<file path="src/sqt_pkg.sv">
// Shared types, codes and constants of the shell quote tokenizer.
// No dependencies.
package sqt_pkg;

  localparam int MAX_WORDS = 128;
  localparam int WC_W      = $clog2(MAX_WORDS);
  localparam int IDX_W     = 7;
  localparam int IDX_EXT_W = (WC_W > IDX_W) ? WC_W : IDX_W;
  localparam logic [WC_W-1:0] MAX_IDX = WC_W'(MAX_WORDS - 1);

  localparam logic [1:0] KIND_BYTE = 2'd0;
  localparam logic [1:0] KIND_WEND = 2'd1;
  localparam logic [1:0] KIND_LEND = 2'd2;

  localparam logic [7:0] CH_SPACE  = 8'h20;
  localparam logic [7:0] CH_SQUOTE = 8'h27;
  localparam logic [7:0] CH_DQUOTE = 8'h22;
  localparam logic [7:0] CH_BSLASH = 8'h5c;
  localparam logic [7:0] CH_DOLLAR = 8'h24;
  localparam logic [7:0] CH_BTICK  = 8'h60;

  typedef struct packed {
    logic [1:0]       kind;
    logic [7:0]       char_out;
    logic [IDX_W-1:0] word_index;
  } result_t;

  typedef struct packed {
    result_t [2:0] slot;
    logic          too_many;
    logic [1:0]    count;
  } bundle_t;

  function automatic logic [IDX_W-1:0] to_idx(input logic [WC_W-1:0] v);
    logic [IDX_EXT_W-1:0] e;
    e = IDX_EXT_W'(v);
    return e[IDX_W-1:0];
  endfunction

endpackage

</file>
<file path="src/sqt_in_if.sv">
// Input channel: one command line byte or end of line per transaction.
// No dependencies.
interface sqt_in_if;
  logic       valid;
  logic       ready;
  logic [7:0] char_in;
  logic       is_end;

  modport source (output valid, output char_in, output is_end, input ready);
  modport sink (input valid, input char_in, input is_end, output ready);
endinterface

</file>
<file path="src/sqt_out_if.sv">
// Output channel: one token result per transaction.
// No dependencies.
interface sqt_out_if;
  logic       valid;
  logic       ready;
  logic [1:0] kind;
  logic [7:0] char_out;
  logic [6:0] word_index;
  logic       too_many;
  logic       last;

  modport source (output valid, output kind, output char_out, output word_index,
                  output too_many, output last, input ready);
  modport sink (input valid, input kind, input char_out, input word_index,
                input too_many, input last, output ready);
endinterface

</file>
<file path="src/sqt_parser.sv">
// Quoting state machine: holds the line state and builds the result bundle
// of the current input. Depends on sqt_pkg.
module sqt_parser (
  input  logic             clk,
  input  logic             rst,
  input  logic             take,
  input  logic [7:0]       char_in,
  input  logic             is_end,
  output sqt_pkg::bundle_t bundle
);

  logic                     in_word, in_single, in_double, esc_p, esc_d;
  logic                     had_word, overflowed;
  logic [sqt_pkg::WC_W-1:0] word_count;

  logic                     in_word_next, in_single_next, in_double_next;
  logic                     esc_p_next, esc_d_next, had_word_next, overflowed_next;
  logic [sqt_pkg::WC_W-1:0] word_count_next;

  logic                        beg;
  logic [sqt_pkg::IDX_W-1:0]   widx, lidx;
  logic [sqt_pkg::WC_W-1:0]    words;
  sqt_pkg::result_t            byte_c, byte_bs, wend, lend;

  always_comb begin
    beg = !is_end && !esc_p && !esc_d && !in_single && !in_double &&
          (char_in != sqt_pkg::CH_SPACE) && !in_word;

    word_count_next = word_count;
    overflowed_next = overflowed;
    if (beg && had_word) begin
      if (word_count < sqt_pkg::MAX_IDX) begin
        word_count_next = word_count + sqt_pkg::WC_W'(1);
      end else begin
        overflowed_next = 1'b1;
      end
    end

    widx = sqt_pkg::to_idx(word_count_next);
    if (!had_word) begin
      words = '0;
    end else if (word_count == sqt_pkg::MAX_IDX) begin
      words = word_count;
    end else begin
      words = word_count + sqt_pkg::WC_W'(1);
    end
    lidx = sqt_pkg::to_idx(words);

    byte_c  = '{kind: sqt_pkg::KIND_BYTE, char_out: char_in, word_index: widx};
    byte_bs = '{kind: sqt_pkg::KIND_BYTE, char_out: sqt_pkg::CH_BSLASH, word_index: widx};
    wend    = '{kind: sqt_pkg::KIND_WEND, char_out: 8'h00, word_index: widx};
    lend    = '{kind: sqt_pkg::KIND_LEND, char_out: 8'h00, word_index: lidx};

    in_word_next   = in_word;
    in_single_next = in_single;
    in_double_next = in_double;
    esc_p_next     = esc_p;
    esc_d_next     = esc_d;
    had_word_next  = had_word;

    bundle.slot     = {byte_c, byte_c, byte_c};
    bundle.too_many = overflowed_next;
    bundle.count    = 2'd0;

    if (is_end) begin
      if (in_word) begin
        if (esc_d) begin
          bundle.slot[0] = byte_bs;
          bundle.slot[1] = wend;
          bundle.slot[2] = lend;
          bundle.count   = 2'd3;
        end else begin
          bundle.slot[0] = wend;
          bundle.slot[1] = lend;
          bundle.count   = 2'd2;
        end
      end else begin
        bundle.slot[0] = lend;
        bundle.count   = 2'd1;
      end
      in_word_next    = 1'b0;
      in_single_next  = 1'b0;
      in_double_next  = 1'b0;
      esc_p_next      = 1'b0;
      esc_d_next      = 1'b0;
      had_word_next   = 1'b0;
      word_count_next = '0;
      overflowed_next = 1'b0;
    end else if (esc_p) begin
      esc_p_next   = 1'b0;
      bundle.count = 2'd1;
    end else if (esc_d) begin
      esc_d_next = 1'b0;
      if (char_in == sqt_pkg::CH_DQUOTE || char_in == sqt_pkg::CH_BSLASH ||
          char_in == sqt_pkg::CH_DOLLAR || char_in == sqt_pkg::CH_BTICK) begin
        bundle.count = 2'd1;
      end else begin
        bundle.slot[0] = byte_bs;
        bundle.count   = 2'd2;
      end
    end else if (in_single) begin
      if (char_in == sqt_pkg::CH_SQUOTE) begin
        in_single_next = 1'b0;
      end else begin
        bundle.count = 2'd1;
      end
    end else if (in_double) begin
      if (char_in == sqt_pkg::CH_DQUOTE) begin
        in_double_next = 1'b0;
      end else if (char_in == sqt_pkg::CH_BSLASH) begin
        esc_d_next = 1'b1;
      end else begin
        bundle.count = 2'd1;
      end
    end else if (char_in == sqt_pkg::CH_SPACE) begin
      if (in_word) begin
        bundle.slot[0] = wend;
        bundle.count   = 2'd1;
        in_word_next   = 1'b0;
      end
    end else begin
      if (beg) begin
        had_word_next = 1'b1;
        in_word_next  = 1'b1;
      end
      if (char_in == sqt_pkg::CH_SQUOTE) begin
        in_single_next = 1'b1;
      end else if (char_in == sqt_pkg::CH_DQUOTE) begin
        in_double_next = 1'b1;
      end else if (char_in == sqt_pkg::CH_BSLASH) begin
        esc_p_next = 1'b1;
      end else begin
        bundle.count = 2'd1;
      end
    end
  end

  always_ff @(posedge clk) begin
    if (rst) begin
      in_word    <= 1'b0;
      in_single  <= 1'b0;
      in_double  <= 1'b0;
      esc_p      <= 1'b0;
      esc_d      <= 1'b0;
      had_word   <= 1'b0;
      overflowed <= 1'b0;
      word_count <= '0;
    end else if (take) begin
      in_word    <= in_word_next;
      in_single  <= in_single_next;
      in_double  <= in_double_next;
      esc_p      <= esc_p_next;
      esc_d      <= esc_d_next;
      had_word   <= had_word_next;
      overflowed <= overflowed_next;
      word_count <= word_count_next;
    end
  end

endmodule

</file>
<file path="src/sqt_serializer.sv">
// Result register: holds one bundle and hands out its results one per
// transaction. Depends on sqt_pkg.
module sqt_serializer (
  input  logic             clk,
  input  logic             rst,
  input  logic             take,
  input  sqt_pkg::bundle_t bundle,
  output logic             can_take,
  output logic             out_valid,
  input  logic             out_ready,
  output sqt_pkg::result_t res,
  output logic             too_many,
  output logic             last
);

  sqt_pkg::bundle_t held;
  logic             full;
  logic [1:0]       ptr;
  logic             fire;

  assign res       = held.slot[ptr];
  assign too_many  = held.too_many;
  assign last      = (ptr == held.count - 2'd1);
  assign out_valid = full;
  assign fire      = full && out_ready;
  assign can_take  = !full || (out_ready && last);

  always_ff @(posedge clk) begin
    if (rst) begin
      full <= 1'b0;
      ptr  <= 2'd0;
    end else if (take && bundle.count != 2'd0) begin
      full <= 1'b1;
      ptr  <= 2'd0;
    end else if (fire) begin
      if (last) begin
        full <= 1'b0;
        ptr  <= 2'd0;
      end else begin
        ptr <= ptr + 2'd1;
      end
    end
  end

  always_ff @(posedge clk) begin
    if (take && bundle.count != 2'd0) begin
      held <= bundle;
    end
  end

endmodule

</file>
<file path="src/shell_quote_tokenizer_unit.sv">
// Shell quote tokenizer: splits a byte stream into words by shell quoting.
// Latency: first result of an input is valid the cycle after its transaction.
// Throughput: one input per cycle unless the output stalls; n results (up to 3)
// hold the result register until all are taken, and none leave it free.
// Reset: synchronous on rst, clears the line state and drops pending results.
module shell_quote_tokenizer_unit (
  input  logic      clk,
  input  logic      rst,
  sqt_in_if.sink    line,
  sqt_out_if.source tokens
);

  logic             take;
  logic             can_take;
  sqt_pkg::bundle_t bundle;
  sqt_pkg::result_t res;

  assign line.ready = can_take;
  assign take       = line.valid && can_take;

  sqt_parser u_parser (
    .clk     (clk),
    .rst     (rst),
    .take    (take),
    .char_in (line.char_in),
    .is_end  (line.is_end),
    .bundle  (bundle)
  );

  sqt_serializer u_serializer (
    .clk       (clk),
    .rst       (rst),
    .take      (take),
    .bundle    (bundle),
    .can_take  (can_take),
    .out_valid (tokens.valid),
    .out_ready (tokens.ready),
    .res       (res),
    .too_many  (tokens.too_many),
    .last      (tokens.last)
  );

  assign tokens.kind       = res.kind;
  assign tokens.char_out   = res.char_out;
  assign tokens.word_index = res.word_index;

endmodule

</file>
<file path="src/flat_wrapper.sv">
// flat-port wrapper written by rule: the top's interface ports become plain ports
module shell_quote_tokenizer_unit_flat 
  (clk, rst, line_valid, line_char_in, line_is_end, line_ready, tokens_valid, tokens_kind, tokens_char_out, tokens_word_index, tokens_too_many, tokens_last, tokens_ready);
  sqt_in_if line_i ();
  sqt_out_if tokens_i ();
  input  logic clk;
  input  logic rst;
  input wire logic [$bits(line_i.valid)-1:0] line_valid;
  input wire logic [$bits(line_i.char_in)-1:0] line_char_in;
  input wire logic [$bits(line_i.is_end)-1:0] line_is_end;
  output wire logic [$bits(line_i.ready)-1:0] line_ready;
  output wire logic [$bits(tokens_i.valid)-1:0] tokens_valid;
  output wire logic [$bits(tokens_i.kind)-1:0] tokens_kind;
  output wire logic [$bits(tokens_i.char_out)-1:0] tokens_char_out;
  output wire logic [$bits(tokens_i.word_index)-1:0] tokens_word_index;
  output wire logic [$bits(tokens_i.too_many)-1:0] tokens_too_many;
  output wire logic [$bits(tokens_i.last)-1:0] tokens_last;
  input wire logic [$bits(tokens_i.ready)-1:0] tokens_ready;
  assign line_i.valid = line_valid;
  assign line_i.char_in = line_char_in;
  assign line_i.is_end = line_is_end;
  assign line_ready = line_i.ready;
  assign tokens_valid = tokens_i.valid;
  assign tokens_kind = tokens_i.kind;
  assign tokens_char_out = tokens_i.char_out;
  assign tokens_word_index = tokens_i.word_index;
  assign tokens_too_many = tokens_i.too_many;
  assign tokens_last = tokens_i.last;
  assign tokens_i.ready = tokens_ready;
  shell_quote_tokenizer_unit u_core (.clk(clk), .rst(rst), .line(line_i), .tokens(tokens_i));
endmodule
</file>
<file path="config.mk">
export PLATFORM = sky130hd
export DESIGN_NAME = shell_quote_tokenizer_unit_flat
export DESIGN_NICKNAME = d
export VERILOG_FILES = /design/src/sqt_pkg.sv /design/src/sqt_in_if.sv /design/src/sqt_out_if.sv /design/src/sqt_parser.sv /design/src/sqt_serializer.sv /design/src/shell_quote_tokenizer_unit.sv /design/src/flat_wrapper.sv
export SDC_FILE = /design/constraint.sdc
export NUM_CORES = 1
export LEC_CHECK = 0
export BUFFER_PORTS_ARGS = -buffer_cell sky130_fd_sc_hd__buf_2
export CORE_ASPECT_RATIO = 0.8
export CORE_MARGIN = 3
export CORE_UTILIZATION = 55
export CTS_CLUSTER_DIAMETER = 30
export DETAILED_ROUTE_END_ITERATION = 12
export PLACE_DENSITY = 0.76
export SYNTH_ARGS = -nofsm -noshare
export SYNTH_HDL_FRONTEND = slang
export SYNTH_SLANG_ARGS = --single-unit
</file>
<file path="constraint.sdc">
create_clock -name clk -period 6.86 [get_ports clk]
set_clock_uncertainty 0.05 [all_clocks]
set_input_delay 1.372 -clock clk [delete_from_list [all_inputs] [get_ports clk]]
set_output_delay 1.372 -clock clk [all_outputs]
set_load 0.005 [all_outputs]
</file>
==> results_dict.tcl <==
set metrics [dict create \
    status "completed" \
    syn2layout_area_growth_pct 9.862 \
    tns_ns 0 \
    syn_inst 401 \
    max_slew_margin_pct 22.11 \
    grt_pass1_vias 2929 \
    cp.arrival_ns 3.88 \
    rsz0062_at_grt "no" \
    rows 26 \
    busiest_layer "met1" \
    stdcell_area_um2 4293 \
    antennaDiodeCount 0 \
    yosysUniqueCellTypes 55 \
    p_leak_nw 1.566 \
    nets 432 \
    vias 3180 \
    tritoncts "yes" \
    grt_overflow 0 \
    antenna_found_initial 0 \
    path_class "in2reg" \
    crit_required_ns 6.78 \
    place_inst 491 \
    holdBufCountCts 0 \
    async_reset_ff_share_pct 0 \
    met1_usage_pct 35.47 \
    cts_buffers 9 \
    layout_common_cells "52 x edfxtp_1, 36 x nand2_1, 33 x o21ai_0, 33 x buf_2, 30 x mux2i_1" \
    reg2reg_depth 4 \
    final_common_cell "edfxtp_1" \
    worstSetupEndpoint "u_core.u_serializer.held[22]$_DFFE_PP_" \
    synthFlopType "edfxtp_1" \
    tightest_slew_ns 1.168 \
    vias_per_cell 6.272 \
    fin_crit_sh_pct 57.71 \
    die_area_um2 8158 \
    cts.sinks 69 \
    detail_route.first_pass.iterations 5 \
    grt_pass1_wl_um 14860 \
    cts-root-buf "clkbuf_8" \
    ir_drop_mv 0.1367 \
    synth-warning-count 0 \
    routed_wl_um 8967 \
    holdWs_ns 0.4862 \
    finalMaxSlewViolations 0 \
    htreeDepth 3 \
    initial_utilization_pct 58.88 \
    placed_area_um2 4066 \
    cellPowerDensity_nw_per_um2 221.5 \
    synth-seq-cells 69 \
    groute.usage.overall_pct 23.33 \
    clock_latency_ns 0.35 \
    portBuffers 33 \
    dp_hpwl_um 6027 \
    drive_above_1_share_pct 13.95 \
    grt_start_max_net_pins 53 \
    cp_max_fo 52 \
    stdcell_count 507 \
    place_congestion 0.9081 \
    max_freq_mhz 252.6 \
    timing.rr.start "u_core.u_serializer.ptr[1]$_SDFFE_PP0P_" \
    die_y_um 81.39 \
    cts_resized 0 \
    fillers 535 \
    hold_path.class "reg2reg" \
    synthesis.area_um2 3907 \
    drt-initial-drc-count 335 \
    start_kind "primary input" \
    synth.avg_cell_area_um2 9.744 \
    cts.clk_slew.worst_paths_ns 0.08 \
    drtAntennaViolNets 0 \
    ys_seq_area_share_pct 48.67 \
    finalCriticalPeriod_ns 3.959 \
    critPathCaptureType "flip-flop" \
    worstReg2RegEnd "u_core.u_serializer.held[22]$_DFFE_PP_" \
    setup_viol 0 \
    drc 0 \
    core-area_um2 6636 \
    die_w_um 100.2 \
    ios 34 \
    final_util_pct 64.69 \
    syn_nets 415 \
    postCtsSetupBuffers 0 \
    cts_buffer_depth 2 \
    grt.met3_usage_pct 5.579 \
    worstSetupStartpoint "line_char_in[4]" \
    hold_viol 0 \
    reg2reg_slack_ns 3.29 \
    drv_cap 0 \
    met2_usage_pct 33.00 \
    synth_edf_count 52 \
    avgRoutedWirePerCell_um 17.69 \
]
## cell families (layout without fill, tap and decap cells)
logic type	count (synthesis)	in the layout	share of synthesized area [%]
adders and majority gates	1	1	0.3202
and+or+nand+nor	143	143	19.24
buffers and inverters	40	62	4.323
xor gates and xnor gates	5	5	1.121
DFF	69	69	48.67
muxes	31	31	7.973
AOI/OAI and AO/OA	112	112	18.35
## layout make-up
class                           instances  area (µm²)  share of cell area (%)
Clock buffer                            9       123.9                   2.885
Clock inverter                          7       102.6                   2.390
Inverter                               11       41.29                  0.9618
Multi-Input combinational cell        292        1838                   42.82
Sequential cell                        69        1902                   44.30
Tap cell                               84       105.1                   2.448
Timing Repair Buffer                   35       180.2                   4.197
## cell usage after synthesis (all sizes together) (2+ instances only)
cell | count | area share (%)
o41ai | 2 | 0.93
nand2 | 36 | 3.5
nand4 | 3 | 0.48
o21bai | 2 | 0.38
o211ai | 3 | 0.93
buf | 8 | 1.2
and2 | 21 | 3.4
nor3 | 10 | 1.3
xnor2 | 5 | 1.1
inv | 11 | 1.1
a21oi | 23 | 2.9
nor2 | 26 | 2.5
nand3 | 14 | 1.8
and3 | 4 | 0.64
nor4b | 4 | 0.90
or4 | 4 | 0.86
nor4 | 4 | 0.80
clkbuf | 21 | 2.0
a21o | 3 | 0.58
mux2i | 30 | 7.7
a31o | 2 | 0.45
dfxtp | 17 | 8.7
o21ai | 46 | 5.9
a22o | 3 | 0.67
nand3b | 3 | 0.58
nand2b | 6 | 0.96
a211oi | 13 | 2.5
edfxtp | 52 | 40
a31oi | 5 | 0.80
o21a | 2 | 0.38
## layer usage
| metal | vias up | share of wire, % |
|---|---|---|
| li1 | 1521 | - |
| met5 | - | 0 |
| met3 | 24 | 9.8 |
| met4 | 0 | 2.0 |
| met2 | 178 | 41 |
| met1 | 1457 | 47 |
## critical path, stage by stage
cell and delay, ns:
buf_2 0.14, or4b_1 0.72, o41ai_4 0.30, a211oi_1 0.13, o21ai_1 0.22, and2_2 0.96
## sequential cells by signal, indices dropped and copies added, names as in the netlist
signal	count
u_core.u_parser.in_single	1
u_core.u_parser.in_word	1
u_core.u_serializer.held	51
u_core.u_parser.word_count	7
u_core.u_parser.overflowed	1
u_core.u_parser.in_double	1
u_core.u_serializer.ptr	2
u_core.u_parser.had_word	1
u_core.u_serializer.out_valid	1
u_core.u_parser.esc_p	1
u_core.u_serializer.too_many	1
u_core.u_parser.esc_d	1
## metrics by stage
step | power, mW | worst slack, ns
floorplan | 0.5488 | 2.464
global placement | 0.5764 | 2.689
detailed placement | 0.5785 | 2.597
CTS | 0.9544 | 2.915
global route | 0.9882 | 2.738
finish | 0.9510 | 2.901
## worst min-delay path by stage
stage                                       startpoint  cells past startpoint                                       to  slack (ns)
2_1_floorplan  u_core.u_parser.overflowed$_SDFFE_PP0P_                      1   u_core.u_serializer.too_many$_DFFE_PP_        0.45
6_report       u_core.u_parser.overflowed$_SDFFE_PP0P_                      1   u_core.u_serializer.too_many$_DFFE_PP_        0.49
3_3_place_gp   u_core.u_parser.overflowed$_SDFFE_PP0P_                      1   u_core.u_serializer.too_many$_DFFE_PP_        0.47
5_1_grt        u_core.u_parser.overflowed$_SDFFE_PP0P_                      1   u_core.u_serializer.too_many$_DFFE_PP_        0.51
4_1_cts        u_core.u_parser.overflowed$_SDFFE_PP0P_                      1   u_core.u_serializer.too_many$_DFFE_PP_        0.49
3_5_place_dp   u_core.u_parser.overflowed$_SDFFE_PP0P_                      2  u_core.u_parser.overflowed$_SDFFE_PP0P_        0.49
## where the power goes
group	switching, mW	internal [mW]
logic	0.0571	0.0323
clock network	0.170	0.210
registers	0.00903	0.472
total	0.237	0.714
Power figures use the tool's default switching activity.
